### src/hdl/fvcm_pkg.sv
`timescale 1ns / 1ps
// ----------------------------------------------------------------------------
// fvcm_pkg
// Shared types and constants of the FAT volume cluster mapper.
// ----------------------------------------------------------------------------
package fvcm_pkg;

	localparam int unsigned CLUSTER_W   = 28;
	localparam int unsigned ENTRY_W     = 32;
	localparam int unsigned SECTOR_W    = 32;
	localparam int unsigned ROOT_CNT_W  = 13;
	localparam int unsigned OFFSET_W    = 12;
	localparam int unsigned CFG_IDX_W   = 3;
	localparam int unsigned CFG_DATA_W  = 32;
	localparam int unsigned IN_DATA_W   = 64;
	localparam int unsigned OUT_DATA_W  = 224;
	localparam int unsigned OUT_USER_W  = 4;

	localparam logic [SECTOR_W-1:0] FAT12_LIMIT = 32'd4085;
	localparam logic [SECTOR_W-1:0] FAT16_LIMIT = 32'd65525;
	localparam logic [15:0]         FAT16_EOC   = 16'hfff8;
	localparam logic [27:0]         FAT32_EOC   = 28'h0ffffff8;
	localparam logic [3:0]          SEC_LOG2_MIN = 4'd9;
	localparam logic [3:0]          SEC_LOG2_MAX = 4'd12;

	typedef enum logic [1:0] {
		FAT_KIND_12 = 2'd0,
		FAT_KIND_16 = 2'd1,
		FAT_KIND_32 = 2'd2
	} fat_kind_t;

	typedef enum logic [CFG_IDX_W-1:0] {
		REG_SECTOR_BYTES_LOG2    = 3'd0,
		REG_CLUSTER_SECTORS_LOG2 = 3'd1,
		REG_RESERVED_SECTORS     = 3'd2,
		REG_FAT_COPIES           = 3'd3,
		REG_ROOT_ENTRIES         = 3'd4,
		REG_TOTAL_SECTORS        = 3'd5,
		REG_SECTORS_PER_FAT      = 3'd6
	} cfg_reg_t;

	typedef struct packed {
		logic                 func;
		logic [CLUSTER_W-1:0] cluster;
		logic [ENTRY_W-1:0]   entry_value;
	} in_beat_t;

	// Everything the last stage needs, prepared for both FAT16 and FAT32.
	typedef struct packed {
		logic                  func;
		logic [SECTOR_W-1:0]   root_start;
		logic [ROOT_CNT_W-1:0] root_count;
		logic [SECTOR_W-1:0]   data_start;
		logic [SECTOR_W-1:0]   clus_base;
		logic [SECTOR_W-1:0]   tsec16;
		logic [SECTOR_W-1:0]   tsec32;
		logic [OFFSET_W-1:0]   toff16;
		logic [OFFSET_W-1:0]   toff32;
		logic                  eoc16;
		logic                  eoc32;
		logic [SECTOR_W-1:0]   next_base16;
		logic [SECTOR_W-1:0]   next_base32;
	} mid_beat_t;

endpackage

### src/hdl/fat_volume_cluster_mapper.sv
`timescale 1ns / 1ps
// ----------------------------------------------------------------------------
// fat_volume_cluster_mapper
// Maps FAT clusters to sectors and resolves FAT entries from volume geometry.
// ----------------------------------------------------------------------------
// Usage: software writes the volume geometry through cfg_we/cfg_index/cfg_data
// while no beat is in flight. Each slave beat carries a cluster and a raw FAT
// entry in s_axis_tdata and the function in s_axis_tuser (0 maps the cluster
// to its first sector and FAT entry location, 1 resolves the entry into the
// next cluster's first sector or an end-of-chain flag). Every slave beat
// yields exactly one master beat holding the derived geometry and the result.
// The input register feeds two pipeline stages and the output register,
// which compute the FAT size product, root/data area sums, then cluster
// count, type detection and final sector sums. Throughput is one beat per
// cycle while m_axis_tready is high. Each stage moves on when it is empty
// or its successor moves, so a stalled receiver fills the pipeline before
// s_axis_tready falls, and a waiting result does not block acceptance while
// a stage is free.
// Reset empties the pipeline and loads the default geometry.
// ----------------------------------------------------------------------------
module fat_volume_cluster_mapper
	import fvcm_pkg::*;
(
	input  logic                  clk,
	input  logic                  arst_n,
	input  logic                  cfg_we,
	input  logic [CFG_IDX_W-1:0]  cfg_index,
	input  logic [CFG_DATA_W-1:0] cfg_data,
	input  logic                  s_axis_tvalid,
	output logic                  s_axis_tready,
	// [27:0] cluster, [59:28] entry_value, [63:60] zero
	input  logic [IN_DATA_W-1:0]  s_axis_tdata,
	// [0] func
	input  logic                  s_axis_tuser,
	output logic                  m_axis_tvalid,
	input  logic                  m_axis_tready,
	// [31:0] data_start_sector, [63:32] cluster_total, [95:64] root_start_sector,
	// [108:96] root_sector_count, [140:109] cluster_sector, [172:141] table_sector,
	// [184:173] table_offset, [216:185] next_sector, [223:217] zero
	output logic [OUT_DATA_W-1:0] m_axis_tdata,
	// [1:0] fat_kind, [2] chain_end, [3] unsupported
	output logic [OUT_USER_W-1:0] m_axis_tuser
);

	// Configuration registers.
	logic [3:0]            sec_log2_q;
	logic [2:0]            clus_log2_q;
	logic [15:0]           reserved_q;
	logic [7:0]            copies_q;
	logic [15:0]           root_entries_q;
	logic [SECTOR_W-1:0]   total_q;
	logic [SECTOR_W-1:0]   spf_q;

	always_ff @(posedge clk or negedge arst_n) begin
		if (!arst_n) begin
			sec_log2_q     <= 4'd9;
			clus_log2_q    <= 3'd0;
			reserved_q     <= 16'd1;
			copies_q       <= 8'd2;
			root_entries_q <= 16'd512;
			total_q        <= '0;
			spf_q          <= '0;
		end else if (cfg_we) begin
			unique case (cfg_reg_t'(cfg_index))
				REG_SECTOR_BYTES_LOG2:    sec_log2_q     <= cfg_data[3:0];
				REG_CLUSTER_SECTORS_LOG2: clus_log2_q    <= cfg_data[2:0];
				REG_RESERVED_SECTORS:     reserved_q     <= cfg_data[15:0];
				REG_FAT_COPIES:           copies_q       <= cfg_data[7:0];
				REG_ROOT_ENTRIES:         root_entries_q <= cfg_data[15:0];
				REG_TOTAL_SECTORS:        total_q        <= cfg_data;
				REG_SECTORS_PER_FAT:      spf_q          <= cfg_data;
				default: ;
			endcase
		end
	end

	// Sector size is clamped to 512..4096 bytes.
	logic [3:0]          slog;
	logic [OFFSET_W-1:0] sec_mask;

	always_comb begin
		if (sec_log2_q < SEC_LOG2_MIN) begin
			slog = SEC_LOG2_MIN;
		end else if (sec_log2_q > SEC_LOG2_MAX) begin
			slog = SEC_LOG2_MAX;
		end else begin
			slog = sec_log2_q;
		end
		sec_mask = OFFSET_W'((13'd1 << slog) - 13'd1);
	end

	// Pipeline handshake.
	logic v_s1, v_s2, v_s3, out_valid_q;
	logic adv1, adv2, adv3, adv_out;

	assign adv_out       = !out_valid_q || m_axis_tready;
	assign adv3          = !v_s3 || adv_out;
	assign adv2          = !v_s2 || adv3;
	assign adv1          = !v_s1 || adv2;
	assign s_axis_tready = adv1;
	assign m_axis_tvalid = out_valid_q;

	always_ff @(posedge clk or negedge arst_n) begin
		if (!arst_n) begin
			v_s1        <= 1'b0;
			v_s2        <= 1'b0;
			v_s3        <= 1'b0;
			out_valid_q <= 1'b0;
		end else begin
			if (adv1)    v_s1        <= s_axis_tvalid;
			if (adv2)    v_s2        <= v_s1;
			if (adv3)    v_s3        <= v_s2;
			if (adv_out) out_valid_q <= v_s3;
		end
	end

	// Stage 1: input register.
	in_beat_t beat_s1;

	always_ff @(posedge clk) begin
		if (adv1 && s_axis_tvalid) begin
			beat_s1.func        <= s_axis_tuser;
			beat_s1.cluster     <= s_axis_tdata[CLUSTER_W-1:0];
			beat_s1.entry_value <= s_axis_tdata[CLUSTER_W+ENTRY_W-1:CLUSTER_W];
		end
	end

	// Stage 2: size of all FAT copies.
	in_beat_t            beat_s2;
	logic [SECTOR_W-1:0] fat_span_s2;
	logic [39:0]         fat_prod;

	assign fat_prod = {32'd0, copies_q} * {8'd0, spf_q};

	always_ff @(posedge clk) begin
		if (adv2 && v_s1) begin
			beat_s2     <= beat_s1;
			fat_span_s2 <= fat_prod[SECTOR_W-1:0];
		end
	end

	// Stage 3: root and data areas, per-type candidates of the results.
	mid_beat_t mid_d, mid_s3;

	always_comb begin
		logic [20:0]         dir_bytes;
		logic [21:0]         dir_round;
		logic [SECTOR_W-1:0] boff16;
		logic [SECTOR_W-1:0] boff32;
		logic [15:0]         val16;
		logic [27:0]         val32;

		dir_bytes = {root_entries_q, 5'd0};
		dir_round = {1'b0, dir_bytes} + {10'd0, sec_mask};
		boff16    = {3'd0, beat_s2.cluster, 1'b0};
		boff32    = {2'd0, beat_s2.cluster, 2'b0};
		val16     = beat_s2.entry_value[15:0];
		val32     = beat_s2.entry_value[27:0];

		mid_d.func        = beat_s2.func;
		mid_d.root_start  = {16'd0, reserved_q} + fat_span_s2;
		mid_d.root_count  = ROOT_CNT_W'(dir_round >> slog);
		mid_d.data_start  = mid_d.root_start + {19'd0, mid_d.root_count};
		mid_d.clus_base   = ({4'd0, beat_s2.cluster} - 32'd2) << clus_log2_q;
		mid_d.tsec16      = {16'd0, reserved_q} + (boff16 >> slog);
		mid_d.tsec32      = {16'd0, reserved_q} + (boff32 >> slog);
		mid_d.toff16      = boff16[OFFSET_W-1:0] & sec_mask;
		mid_d.toff32      = boff32[OFFSET_W-1:0] & sec_mask;
		mid_d.eoc16       = (val16 >= FAT16_EOC);
		mid_d.eoc32       = (val32 >= FAT32_EOC);
		mid_d.next_base16 = ({16'd0, val16} - 32'd2) << clus_log2_q;
		mid_d.next_base32 = ({4'd0, val32} - 32'd2) << clus_log2_q;
	end

	always_ff @(posedge clk) begin
		if (adv3 && v_s2) begin
			mid_s3 <= mid_d;
		end
	end

	// Final stage: cluster count, FAT type and mode selection.
	logic [SECTOR_W-1:0]   clusters;
	fat_kind_t             kind;
	logic [SECTOR_W-1:0]   clus_sec;
	logic [SECTOR_W-1:0]   tab_sec;
	logic [OFFSET_W-1:0]   tab_off;
	logic [SECTOR_W-1:0]   nxt_sec;
	logic                  eoc;

	always_comb begin
		logic [SECTOR_W-1:0] data_secs;
		logic [SECTOR_W-1:0] nbase;
		logic                eoc_sel;

		data_secs = total_q - mid_s3.data_start;
		clusters  = data_secs >> clus_log2_q;
		if (clusters < FAT12_LIMIT) begin
			kind = FAT_KIND_12;
		end else if (clusters < FAT16_LIMIT) begin
			kind = FAT_KIND_16;
		end else begin
			kind = FAT_KIND_32;
		end

		nbase   = (kind == FAT_KIND_16) ? mid_s3.next_base16 : mid_s3.next_base32;
		eoc_sel = (kind == FAT_KIND_16) ? mid_s3.eoc16 : mid_s3.eoc32;

		clus_sec = '0;
		tab_sec  = '0;
		tab_off  = '0;
		nxt_sec  = '0;
		eoc      = 1'b0;
		if (!mid_s3.func) begin
			clus_sec = mid_s3.clus_base + mid_s3.data_start;
			if (kind != FAT_KIND_12) begin
				tab_sec = (kind == FAT_KIND_16) ? mid_s3.tsec16 : mid_s3.tsec32;
				tab_off = (kind == FAT_KIND_16) ? mid_s3.toff16 : mid_s3.toff32;
			end
		end else if (kind != FAT_KIND_12) begin
			eoc     = eoc_sel;
			nxt_sec = eoc_sel ? '0 : (nbase + mid_s3.data_start);
		end
	end

	// Output register.
	always_ff @(posedge clk) begin
		if (adv_out && v_s3) begin
			m_axis_tdata <= {7'd0, nxt_sec, tab_off, tab_sec, clus_sec,
				mid_s3.root_count, mid_s3.root_start, clusters, mid_s3.data_start};
			m_axis_tuser <= {(kind == FAT_KIND_12), eoc, kind};
		end
	end

endmodule

### config.mk
export PLATFORM = sky130hd
export DESIGN_NAME = fat_volume_cluster_mapper
export DESIGN_NICKNAME = d
export VERILOG_FILES = /design/src/hdl/fvcm_pkg.sv /design/src/hdl/fat_volume_cluster_mapper.sv
export SDC_FILE = /design/constraint.sdc
export NUM_CORES = 2
export LEC_CHECK = 0
export BUFFER_PORTS_ARGS = -buffer_cell sky130_fd_sc_hd__buf_2
export CAP_MARGIN = 20
export CORE_UTILIZATION = 53
export DETAILED_ROUTE_END_ITERATION = 6
export GPL_TIMING_DRIVEN = 0
export PLACE_DENSITY = 0.71
export SETUP_SLACK_MARGIN = 0.15
export SYNTH_ARGS = -nofsm -noshare
export SYNTH_HDL_FRONTEND = slang
export SYNTH_SLANG_ARGS = --single-unit
### constraint.sdc
create_clock -name clk -period 17.5 [get_ports clk]
set_clock_uncertainty 0.15 [all_clocks]
set_input_delay 0.875 -clock clk [delete_from_list [all_inputs] [get_ports clk]]
set_output_delay 0.875 -clock clk [all_outputs]
set_load 0.005 [all_outputs]
==> impl_metrics.csv <==
group,metric,value,unit
critical_path,critPathLaunchType,"register",
synth,synth.yosys.seq_area_share,0.4575,
finish,syn_to_final_growth,13.86,%
global_route,grt_pass1_vias,33450,
global_route,grt_max_degree,75,
critical_path,cp_slowest_stage_delay,840,ps
floorplan,coreArea,85150,µm²
placed_design,dp_hpwl,108900,µm
clocking,hold_buffers,0,
global_route,antenna_found_initial,4,
critical_path,reg2regPathDepth,27,
global_route,grt_pass1_wl,206400,µm
synth,syn_area,45620,µm²
clocking,root_buffer,"clkbuf_16",
global_route,gr-usage-all-layers,0.3207,
timing,hold_violations,0,
drt,drtPass1Iterations,6,
clocking,cts_setup_buffers,0,
synth,syn_area_per_cell,10.77,µm²
floorplan,fp.dieW,295.4,µm
floorplan,io_pins,335,
placed_design,numPortBuffers,315,
synth,async_flop_share,0.1611,
synth,ys_warn_count,0,
hold_path,hp-class,"in2async",
power_and_ir_drop,ir_worst_vdd,0.0001148,V
timing,tightest_slew,1097,ps
timing,min_period,8662,ps
finish,diodes,0,
clocking,cts_tree,"done",
timing,setup_violations,0,
synth,ys_seq_elements,714,
synth,synth.distinct_cells,102,
finish,drive_above_1_share,0.1498,
floorplan,rows,107,
floorplan,chipHeight,295.4,µm
clocking,cts_buffer_depth,3,
timing,timing.fmax,0.1154,GHz
drt,drtIter0Drc,2770,
synth,synthCells,4237,
drt,ant_nets,0,
critical_path,cpMaxStageDelayCell,"edfxtp_1",
flow_run,drv_cap,0,
critical_path,crit_cells,27,
drt,wl_per_cell,23.85,µm
synth,synth-main-ff-cell,"edfxtp_1",
critical_path,crit_path_end_kind,"register",
critical_path,path_max_fanout,10,
timing,slew_headroom,0.2647,
critical_path,required,17750,ps
drt,wirelength,140500,µm
global_route,grt-ovfl-total,0,
power_and_ir_drop,p_per_area,214.6,nW/µm²
critical_path,cp.arrival,8910,ps
timing,timing.hold.ws,17.27,ps
finish,finish.net_count,5156,
finish,fillers,7036,
timing,fin_setup_tns,0,ps
power_and_ir_drop,power_leakage,21.57,nW
drt,drc,0,
status,run_status,"complete, no violations",
clocking,clock_latency,670,ps
critical_path,critPathTopFamily,"compound AO/OA/AOI/OAI gates",
drt,vias,34670,
drt,viasPerCell,5.886,
timing,fin_crit_sh,0.4950,
critical_path,cp_common_cell,"a21oi_1",
critical_path,critPathKind,"reg2reg",
timing,maxSlewViolCount,0,
synth,synth-edff-count,599,
clocking,cts_made_buffers,81,
clocking,clk_pin_slew,60,ps
timing,grt_setup_unrepaired,"no",
placed_design,place.gp.congestion,0.9844,
clocking,cts_sinks,714,
clocking,cts_resized,0,
critical_path,path_buf_inv,2,
floorplan,die_area,87250,µm²
floorplan,start_util,0.5357,
clocking,cts_max_level,3,
==> routing by layer <==
layer | wire length (µm) | share of wire | vias to the layer above | GRT usage
met5 | 0 | 0 | - | 0
met4 | 6924 | 0.049 | 0 | 0.1480
met3 | 10200 | 0.073 | 278 | 0.04939
met2 | 66570 | 0.47 | 1365 | 0.5291
met1 | 56790 | 0.40 | 16950 | 0.4164
li1 | - | - | 16080 | -
==> metrics by stage <==
step	std cells	area, µm²	power [mW]	setup WS [ps]	utilization
floorplan	4267	45730	7.538	5910	-
global placement	5726	48740	9.177	1280	0.5724
detailed placement	5742	49100	9.255	8985	0.5767
CTS	5889	51930	11.10	8936	0.6098
global route	5890	51940	11.93	8405	0.6100
finish	5890	51940	11.15	8838	0.6100
==> layout by cell type (no fill, tap or decap), types with 36 or more instances in the layout <==
| master | n |
|---|---|
| and2_1 | 142 |
| nand3_1 | 71 |
| nand2b_1 | 43 |
| buf_1 | 37 |
| a311oi_1 | 46 |
| nand2_1 | 345 |
| nor2_1 | 320 |
| o21ai_0 | 158 |
| dfrtp_1 | 110 |
| mux2_2 | 132 |
| xnor2_1 | 145 |
| clkbuf_16 | 83 |
| a21o_1 | 75 |
| o21a_1 | 53 |
| xor2_1 | 77 |
| mux2i_1 | 112 |
| clkbuf_1 | 155 |
| buf_2 | 343 |
| nor3_1 | 78 |
| inv_1 | 321 |
| edfxtp_1 | 599 |
| nor2b_1 | 36 |
| ha_1 | 205 |
| fa_1 | 164 |
| a21oi_1 | 257 |
==> flip-flops by register name, summed over array words and instances (netlist names), 3 cells and up <==
name / flops
beat_s1: 57
beat_s2: 57
clus_log2_q: 3
copies_q: 8
fat_span_s2: 32
m_axis_tdata: 215
m_axis_tuser: 4
mid_s3: 234
reserved_q: 16
root_entries_q: 16
sec_log2_q: 4
spf_q: 32
total_q: 32
==> area by class of cell <==
cell class                 instances  area (µm²)  share of cell area
tap                             1144        1431             0.02756
timing repair buffer             332        1926             0.03708
buffer                           219       914.6             0.01761
sequential                       714       20870              0.4019
multi-input combinational       3009       22750              0.4381
clock inverter                    46       636.9             0.01226
clock buffer                     101        2185             0.04206
inverter                         325        1220             0.02349
==> cells in the mapped netlist, drive strengths merged (43+ instances only) <==
master,number,area share
fa,164,0.072
nand3,71,0.0078
nor3,82,0.0092
nand2b,43,0.0059
buf,78,0.0084
o21ai,171,0.019
xor2,77,0.015
nand2,346,0.029
clkbuf,141,0.012
ha,205,0.056
a21oi,278,0.032
inv,323,0.027
edfxtp,599,0.39
a21o,75,0.012
mux2i,113,0.025
xnor2,145,0.028
dfrtp,110,0.060
and2,146,0.020
mux2,140,0.035
o21a,53,0.0087
a311oi,46,0.0088
nor2,320,0.026
==> power by group <==
group	internal (mW)	switching, mW
logic	2.59	3.69
registers	2.66	0.406
clock network	1.07	0.731
==> logic make-up after synthesis <==
logic type                 Yosys count  synth area share
other                                2         0.0001646
xor gates and xnor gates           222           0.04262
adders and majority gates          369            0.1282
buffers and inverters              544           0.04679
AOI/OAI and AO/OA                  923            0.1366
muxes                              255           0.06043
DFF                                714            0.4575
and+or+nand+nor                   1208            0.1277
==> worst paths after layout <==
check | from | to | slack (ps)
max in group asynchronous | arst_n | reserved_q[0]$_DFFE_PN1P_ | 16370
min in group clk | s_axis_tdata[29] | beat_s1[1]$_DFFE_PP_ | 230
worst max-delay path | mid_s3[186]$_DFFE_PP_ | m_axis_tdata[216]$_SDFFCE_PP0P_ | 8840
worst min register to register | mid_s3[231]$_DFFE_PP_ | m_axis_tdata[64]$_DFFE_PP_ | 250
worst min-delay path | arst_n | v_s2$_DFFE_PN0P_ | 20
worst max register to register | mid_s3[186]$_DFFE_PP_ | m_axis_tdata[216]$_SDFFCE_PP0P_ | 8840
Power figures use the tool's default switching activity.
